### src/rtl/rptw_pkg.sv
`timescale 1ns / 1ps
`default_nettype none

package rptw_pkg;

    // Table geometry and field widths
    localparam int IDX_W     = 9;
    localparam int ENTRIES   = 512;
    localparam int VP_W      = 45;
    localparam int TF_W      = 52;
    localparam int ENT_W     = TF_W + 1;   // stored entry: {frame, valid}
    localparam int LVL_W     = 3;
    localparam int PC_W      = 4;
    localparam int NF_W      = 7;
    localparam int ROOT_W    = 6;
    localparam int CFG_IDX_W = 1;
    localparam int CFG_W     = 7;
    localparam int NF_CAP    = 127;

    typedef enum logic [CFG_IDX_W-1:0] {
        CFG_ROOT_FRAME = 1'b0,
        CFG_FIRST_FREE = 1'b1
    } t_cfg_idx;

    typedef enum logic [0:0] {
        CMD_QUERY  = 1'b0,
        CMD_UPDATE = 1'b1
    } t_cmd;

    typedef enum logic [1:0] {
        ST_OK         = 2'd0,
        ST_NOT_MAPPED = 2'd1,
        ST_NO_FRAMES  = 2'd2
    } t_status;

    typedef struct packed {
        t_cmd              command;
        logic [VP_W-1:0]   virtual_page;
        logic [TF_W-1:0]   target_frame;
        logic              unmap;
    } t_req;

    typedef struct packed {
        t_status           status;
        logic [TF_W-1:0]   result_frame;
    } t_rsp;

    // Jump conditions tested by the sequencer
    typedef enum logic [3:0] {
        C_NONE,
        C_ALWAYS,
        C_NO_ACCEPT,
        C_SWEEP_ALL_MORE,
        C_SWEEP_ROW_MORE,
        C_BAD,
        C_AT_LEAF,
        C_RD_VALID,
        C_NOT_MAP,
        C_NO_ROOM,
        C_MORE_INNER,
        C_IS_QUERY
    } t_cond;

    // Memory port operations
    typedef enum logic [2:0] {
        M_NONE,
        M_READ,
        M_CLR_ALL,
        M_CLR_ROW,
        M_LINK,
        M_LEAF
    } t_memop;

    // Datapath register operations
    typedef enum logic [3:0] {
        D_NONE,
        D_LOAD_REQ,
        D_SWEEP_INC,
        D_LOAD_ENTRY,
        D_ALLOC,
        D_LINK_ADV,
        D_SET_HIT,
        D_SET_OK,
        D_SET_NM,
        D_SET_OOF
    } t_dpop;

    typedef struct packed {
        t_cond             cond;
        logic [PC_W-1:0]   target;
        t_memop            mem;
        t_dpop             dp;
        logic              rdy;
        logic              fin;
    } t_uword;

    typedef struct packed {
        logic accept;
        logic sweep_all_more;
        logic sweep_row_more;
        logic bad;
        logic at_leaf;
        logic rd_valid;
        logic not_map;
        logic no_room;
        logic more_inner;
        logic is_query;
        logic out_busy;
    } t_flags;

    // Program steps
    localparam logic [PC_W-1:0] PC_CLEAR     = 4'd0;
    localparam logic [PC_W-1:0] PC_IDLE      = 4'd1;
    localparam logic [PC_W-1:0] PC_CHK_BAD   = 4'd2;
    localparam logic [PC_W-1:0] PC_CHK_LEAF  = 4'd3;
    localparam logic [PC_W-1:0] PC_WALK_EVAL = 4'd4;
    localparam logic [PC_W-1:0] PC_MISS      = 4'd5;
    localparam logic [PC_W-1:0] PC_ROOM      = 4'd6;
    localparam logic [PC_W-1:0] PC_ALLOC     = 4'd7;
    localparam logic [PC_W-1:0] PC_SWEEP     = 4'd8;
    localparam logic [PC_W-1:0] PC_LINK      = 4'd9;
    localparam logic [PC_W-1:0] PC_LEAF      = 4'd10;
    localparam logic [PC_W-1:0] PC_UPD       = 4'd11;
    localparam logic [PC_W-1:0] PC_NM        = 4'd12;
    localparam logic [PC_W-1:0] PC_OOF       = 4'd13;
    localparam logic [PC_W-1:0] PC_FIN       = 4'd14;

    function automatic t_uword uw(input t_cond c, input logic [PC_W-1:0] tgt,
                                  input t_memop m, input t_dpop d,
                                  input logic rdy, input logic fin);
        t_uword w;
        w.cond   = c;
        w.target = tgt;
        w.mem    = m;
        w.dp     = d;
        w.rdy    = rdy;
        w.fin    = fin;
        return w;
    endfunction

    // Control store: one word per step
    function automatic t_uword ucode_rom(input logic [PC_W-1:0] pc);
        t_uword w;
        case (pc)
            PC_CLEAR:     w = uw(C_SWEEP_ALL_MORE, PC_CLEAR, M_CLR_ALL, D_SWEEP_INC, 1'b0, 1'b0);
            PC_IDLE:      w = uw(C_NO_ACCEPT, PC_IDLE, M_NONE, D_LOAD_REQ, 1'b1, 1'b0);
            PC_CHK_BAD:   w = uw(C_BAD, PC_NM, M_NONE, D_NONE, 1'b0, 1'b0);
            PC_CHK_LEAF:  w = uw(C_AT_LEAF, PC_LEAF, M_READ, D_NONE, 1'b0, 1'b0);
            PC_WALK_EVAL: w = uw(C_RD_VALID, PC_CHK_BAD, M_NONE, D_LOAD_ENTRY, 1'b0, 1'b0);
            PC_MISS:      w = uw(C_NOT_MAP, PC_NM, M_NONE, D_NONE, 1'b0, 1'b0);
            PC_ROOM:      w = uw(C_NO_ROOM, PC_OOF, M_NONE, D_NONE, 1'b0, 1'b0);
            PC_ALLOC:     w = uw(C_NONE, PC_IDLE, M_NONE, D_ALLOC, 1'b0, 1'b0);
            PC_SWEEP:     w = uw(C_SWEEP_ROW_MORE, PC_SWEEP, M_CLR_ROW, D_SWEEP_INC, 1'b0, 1'b0);
            PC_LINK:      w = uw(C_MORE_INNER, PC_ALLOC, M_LINK, D_LINK_ADV, 1'b0, 1'b0);
            PC_LEAF:      w = uw(C_IS_QUERY, PC_FIN, M_NONE, D_SET_HIT, 1'b0, 1'b0);
            PC_UPD:       w = uw(C_ALWAYS, PC_FIN, M_LEAF, D_SET_OK, 1'b0, 1'b0);
            PC_NM:        w = uw(C_ALWAYS, PC_FIN, M_NONE, D_SET_NM, 1'b0, 1'b0);
            PC_OOF:       w = uw(C_ALWAYS, PC_FIN, M_NONE, D_SET_OOF, 1'b0, 1'b0);
            PC_FIN:       w = uw(C_NONE, PC_IDLE, M_NONE, D_NONE, 1'b0, 1'b1);
            default:      w = uw(C_ALWAYS, PC_IDLE, M_NONE, D_NONE, 1'b0, 1'b0);
        endcase
        return w;
    endfunction

endpackage

`default_nettype wire

### src/rtl/rptw_seq.sv
`timescale 1ns / 1ps
`default_nettype none

module rptw_seq
    import rptw_pkg::*;
(
    input  wire logic   i_clk,
    input  wire logic   i_rst_n,
    input  wire t_flags i_flags,
    output t_uword      o_uop
);

    logic [PC_W-1:0] r_pc;
    logic [PC_W-1:0] n_pc;
    t_uword          uop;
    logic            cond_hit;

    // Fetch the control word and pick the next step
    always_comb begin
        uop = ucode_rom(r_pc);
        case (uop.cond)
            C_NONE:           cond_hit = 1'b0;
            C_ALWAYS:         cond_hit = 1'b1;
            C_NO_ACCEPT:      cond_hit = !i_flags.accept;
            C_SWEEP_ALL_MORE: cond_hit = i_flags.sweep_all_more;
            C_SWEEP_ROW_MORE: cond_hit = i_flags.sweep_row_more;
            C_BAD:            cond_hit = i_flags.bad;
            C_AT_LEAF:        cond_hit = i_flags.at_leaf;
            C_RD_VALID:       cond_hit = i_flags.rd_valid;
            C_NOT_MAP:        cond_hit = i_flags.not_map;
            C_NO_ROOM:        cond_hit = i_flags.no_room;
            C_MORE_INNER:     cond_hit = i_flags.more_inner;
            C_IS_QUERY:       cond_hit = i_flags.is_query;
            default:          cond_hit = 1'b0;
        endcase

        if (uop.fin) begin
            // hold the final step until the result register frees up
            n_pc = i_flags.out_busy ? r_pc : PC_IDLE;
        end else if (cond_hit) begin
            n_pc = uop.target;
        end else begin
            n_pc = r_pc + 4'd1;
        end
    end

    // Step counter; reset starts the clearing pass
    always_ff @(posedge i_clk) begin
        if (!i_rst_n) begin
            r_pc <= PC_CLEAR;
        end else begin
            r_pc <= n_pc;
        end
    end

    assign o_uop = uop;

endmodule

`default_nettype wire

### config.mk
export PLATFORM = sky130hd
export DESIGN_NAME = rptw_seq
export DESIGN_NICKNAME = d
export VERILOG_FILES = /design/src/rtl/rptw_pkg.sv /design/src/rtl/rptw_seq.sv
export SDC_FILE = /design/constraint.sdc
export NUM_CORES = 1
export LEC_CHECK = 0
export BUFFER_PORTS_ARGS = -buffer_cell sky130_fd_sc_hd__clkbuf_2
export CAP_MARGIN = 5
export CORE_MARGIN = 2
export CORE_UTILIZATION = 40
export CTS_CLUSTER_SIZE = 24
export DETAILED_ROUTE_END_ITERATION = 10
export HOLD_SLACK_MARGIN = 0.02
export PLACE_DENSITY = 0.67
export SETUP_SLACK_MARGIN = 0.05
export SLEW_MARGIN = 20
export SYNTH_ARGS = -nofsm -noshare
export SYNTH_HDL_FRONTEND = slang
export SYNTH_SLANG_ARGS = --single-unit
### constraint.sdc
create_clock -name i_clk -period 4.3 [get_ports i_clk]
set_input_delay 0.645 -clock i_clk [delete_from_list [all_inputs] [get_ports i_clk]]
set_output_delay 0.645 -clock i_clk [all_outputs]
set_load 0.02 [all_outputs]
==> key figures <==
GRT
  – Vias in the first global route: 987
  – Largest net degree at the start of global routing: 15
  – Antenna violations before repair: 0
  – GRT Residual Overflow: 0
  – Total track usage: 15.9%
  – First-pass GRT wire length: 4200 um

Drt
  – Post-DRT Antenna Nets: 0
  – Residual DRC: 2
  – Initial DRC Count: 73
  – Avg Vias per Cell: 5.66
  – Via count: 1052
  – Drt total wl: 2520 um
  – DRT Pass-1 Iters: 7
  – Avg WL per Cell: 13.5 um

Hold path
  – Hold Crit Class: input port to register

Place
  – Routability-driven placement congestion ratio: 0.907
  – DP Worst Slack: 1.37 ns
  – Hpwl dp: 1990 um
  – Port Buffer Count: 29

Synthesis
  – Post-synthesis register bit count: 21
  – Syn Area/Cell: 9.56 um^2
  – Syn Inst Count: 125
  – Syn nets: 147
  – Primary FF master, synth: dfxtp_1
  – Yosys cell types: 44
  – Register area share after synthesis: 35.2%
  – EDFF count, synth: 0
  – Post-Synthesis Cell Area: 1190 um^2
  – Post-synth top area share: 35.2%
  – Top cell type by total area after synthesis: dfxtp_1
  – Most common library cells after synthesis: dfxtp_1 (21), nand2_1 (15), ha_1 (9)
  – Count leader, synth: dfxtp_1
  – YS warnings: 0
  – Async set-reset flop share out of synthesis: 0%
  – Synth area leaders: dfxtp_1 (35%), ha_1 (9.4%), nand2_1 (4.7%)

Clock network
  – Clock slew at reported path FFs: 0.11 ns
  – CTS buffer count: 3
  – Postcts setup bufs: 0
  – PostCTS Resize Cnt: 0
  – Clock Latency Late Sink: 0.30 ns
  – # clock sinks: 21
  – Longest Clk Path Bufs: 2
  – Hold-fix buffers, CTS: 0
  – Clk root buf: clkbuf_4
  – CTS tree: done
  – H-tree depth: 1

Finish
  – Area grow syn2layout: 15.9%
  – Nets: 178
  – FF/Latch Area: 420 um^2
  – Fill cells: 284
  – Antenna fix cells: 0
  – Footprint of the multi-input gates: 721 um^2
  – Layout cell share with drive strength beyond 1: 29.0%

STA
  – Final setup vio count: 0
  – Relative slew slack: 62.1%
  – Worst-Margin Slew: 0.568 ns
  – Fin crit period: 2.72 ns
  – Worst setup margin: 1.58 ns
  – Setup tns final: 0 ns
  – RSZ-0062 raised after global routing: no
  – F_max: 0.367 GHz
  – Final Skew: 0.00386 ns
  – Fin Hold WS: 0.681 ns
  – Hold Violations, Final: 0
  – Fin crit share: 63.3%
  – Max Slew Vio Count: 0

Setup path
  – Setup crit end kind: register
  – Critical path type: register to register
  – Reg-to-reg endpoint: o_uop[2]
  – Critical-path cell list: mux4_2, nand3b_1, a41oi_1, o221ai_2, inv_2, ha_1, a221o_1
  – R2R setup slack: 1.58 ns
  – R2R depth: 7
  – Largest stage delay on the critical path: 0.55 ns
  – CP Buf/Inv Count: 1
  – Worst setup path endpoint: o_uop[2]
  – Critical path's slowest cell: mux4_2
  – Worst Path Required: 4.50 ns
  – Worst r2r src: o_uop[13]
  – Stages on the worst setup path: 7
  – CP arrival: 2.92 ns
  – Crit path max-delay family: compound AO/OA/AOI/OAI gates
  – Crit path launch: o_uop[13]
  – Worst-path fanout max: 8
  – Worst setup SP type: register

Power
  – Peak supply drop: 337 uV
  – Power per cell area: 782 nW/um^2
  – P_leak: 0.000631 uW

Floorplanning
  – Die Y: 58.7 um
  – Core Region: 2810 um^2
  – Initial Util: 42.6%
  – Chip Width: 58.7 um
  – Die Area: 3440 um^2
  – Ports: 30
  – FP Rows: 19

Job
  – Max cap viols: 0

Status
  – Status: complete, but fails checks
  – Failing checks: design-rule violations
[report_power, final]
group | internal [uW] | switching [uW]
Combinational | 258 | 418
Sequential | 267 | 49.3
Clock | 36.1 | 54.1
[worst min-delay path by stage]
stage	slack, ns	to	cells after the start	startpoint
global route	0.68	o_uop[14]	2	i_rst_n
detailed placement	0.74	o_uop[14]	3	r_pc[3]
floorplan	0.65	o_uop[14]	3	r_pc[3]
global placement	0.73	r_pc[0]	2	r_pc[0]
finish	0.68	o_uop[14]	2	i_rst_n
CTS	0.66	o_uop[14]	2	i_rst_n
[sequential cells by signal (all words and copies together) (netlist names)]
register,cells
r_pc,4
o_uop,17
[stage by stage]
| step | power, uW | std cells | utilization [%] | instance area (um^2) |
|---|---|---|---|---|
| floorplan | 836 | 125 | - | 1190 |
| global route | 1170 | 186 | 49.4 | 1390 |
| global placement | 982 | 182 | 48.4 | 1360 |
| finish | 1080 | 186 | 49.4 | 1390 |
| CTS | 1090 | 186 | 49.4 | 1390 |
| detailed placement | 993 | 182 | 48.4 | 1360 |
[placed cells by master (no fill, tap or decap), drive strengths merged]
cell type and count:
o211ai 1, a32oi 4, clkbuf 33, nor2 7, o22ai 1, a22oi 1
and3b 1, ha 9, a2111oi 1, dfxtp 21, a41oi 1, nor3 2
o21ai 10, or3b 1, nor2b 7, a31oi 1, o221a 1, nand2 15
nand3 4, nand3b 3, o22a 1, nand4 4, o311ai 1, a21boi 1
mux2i 3, a221o 1, xnor2 1, mux4 1, o221ai 2, nor3b 2
mux2 1, a21oi 1, inv 9, and2 2, a32o 1
[cells by family (layout without fill, tap and decap cells)]
logic type / after synthesis / after routing / share of synthesized area [%]
buffers and inverters: 12 / 42 / 4.50
muxes: 5 / 5 / 5.34
DFF: 21 / 21 / 35.2
and+or+nand+nor: 48 / 48 / 23.0
AOI/OAI and AO/OA: 29 / 29 / 21.8
adders and majority gates: 9 / 9 / 9.42
xor gates and xnor gates: 1 / 1 / 0.733
[per-layer routing]
metal	share of wire, %	GRT usage [%]	vias up	routed length, um
li1	-	-	518	-
met2	50	25.4	34	1260
met3	5.7	2.86	4	144
met5	0	0	-	0
met1	43	20.7	496	1070
met4	1.4	8.12	0	36
[layout make-up]
cell class | instances | share of cell area (%)
multi-input cells | 92 | 52.0
flip-flops and latches | 21 | 30.4
inverters | 9 | 2.44
clock buffers | 4 | 1.90
well taps | 31 | 2.80
repair buffers | 29 | 10.5
Note: power is estimated with default switching activity, not from simulation.
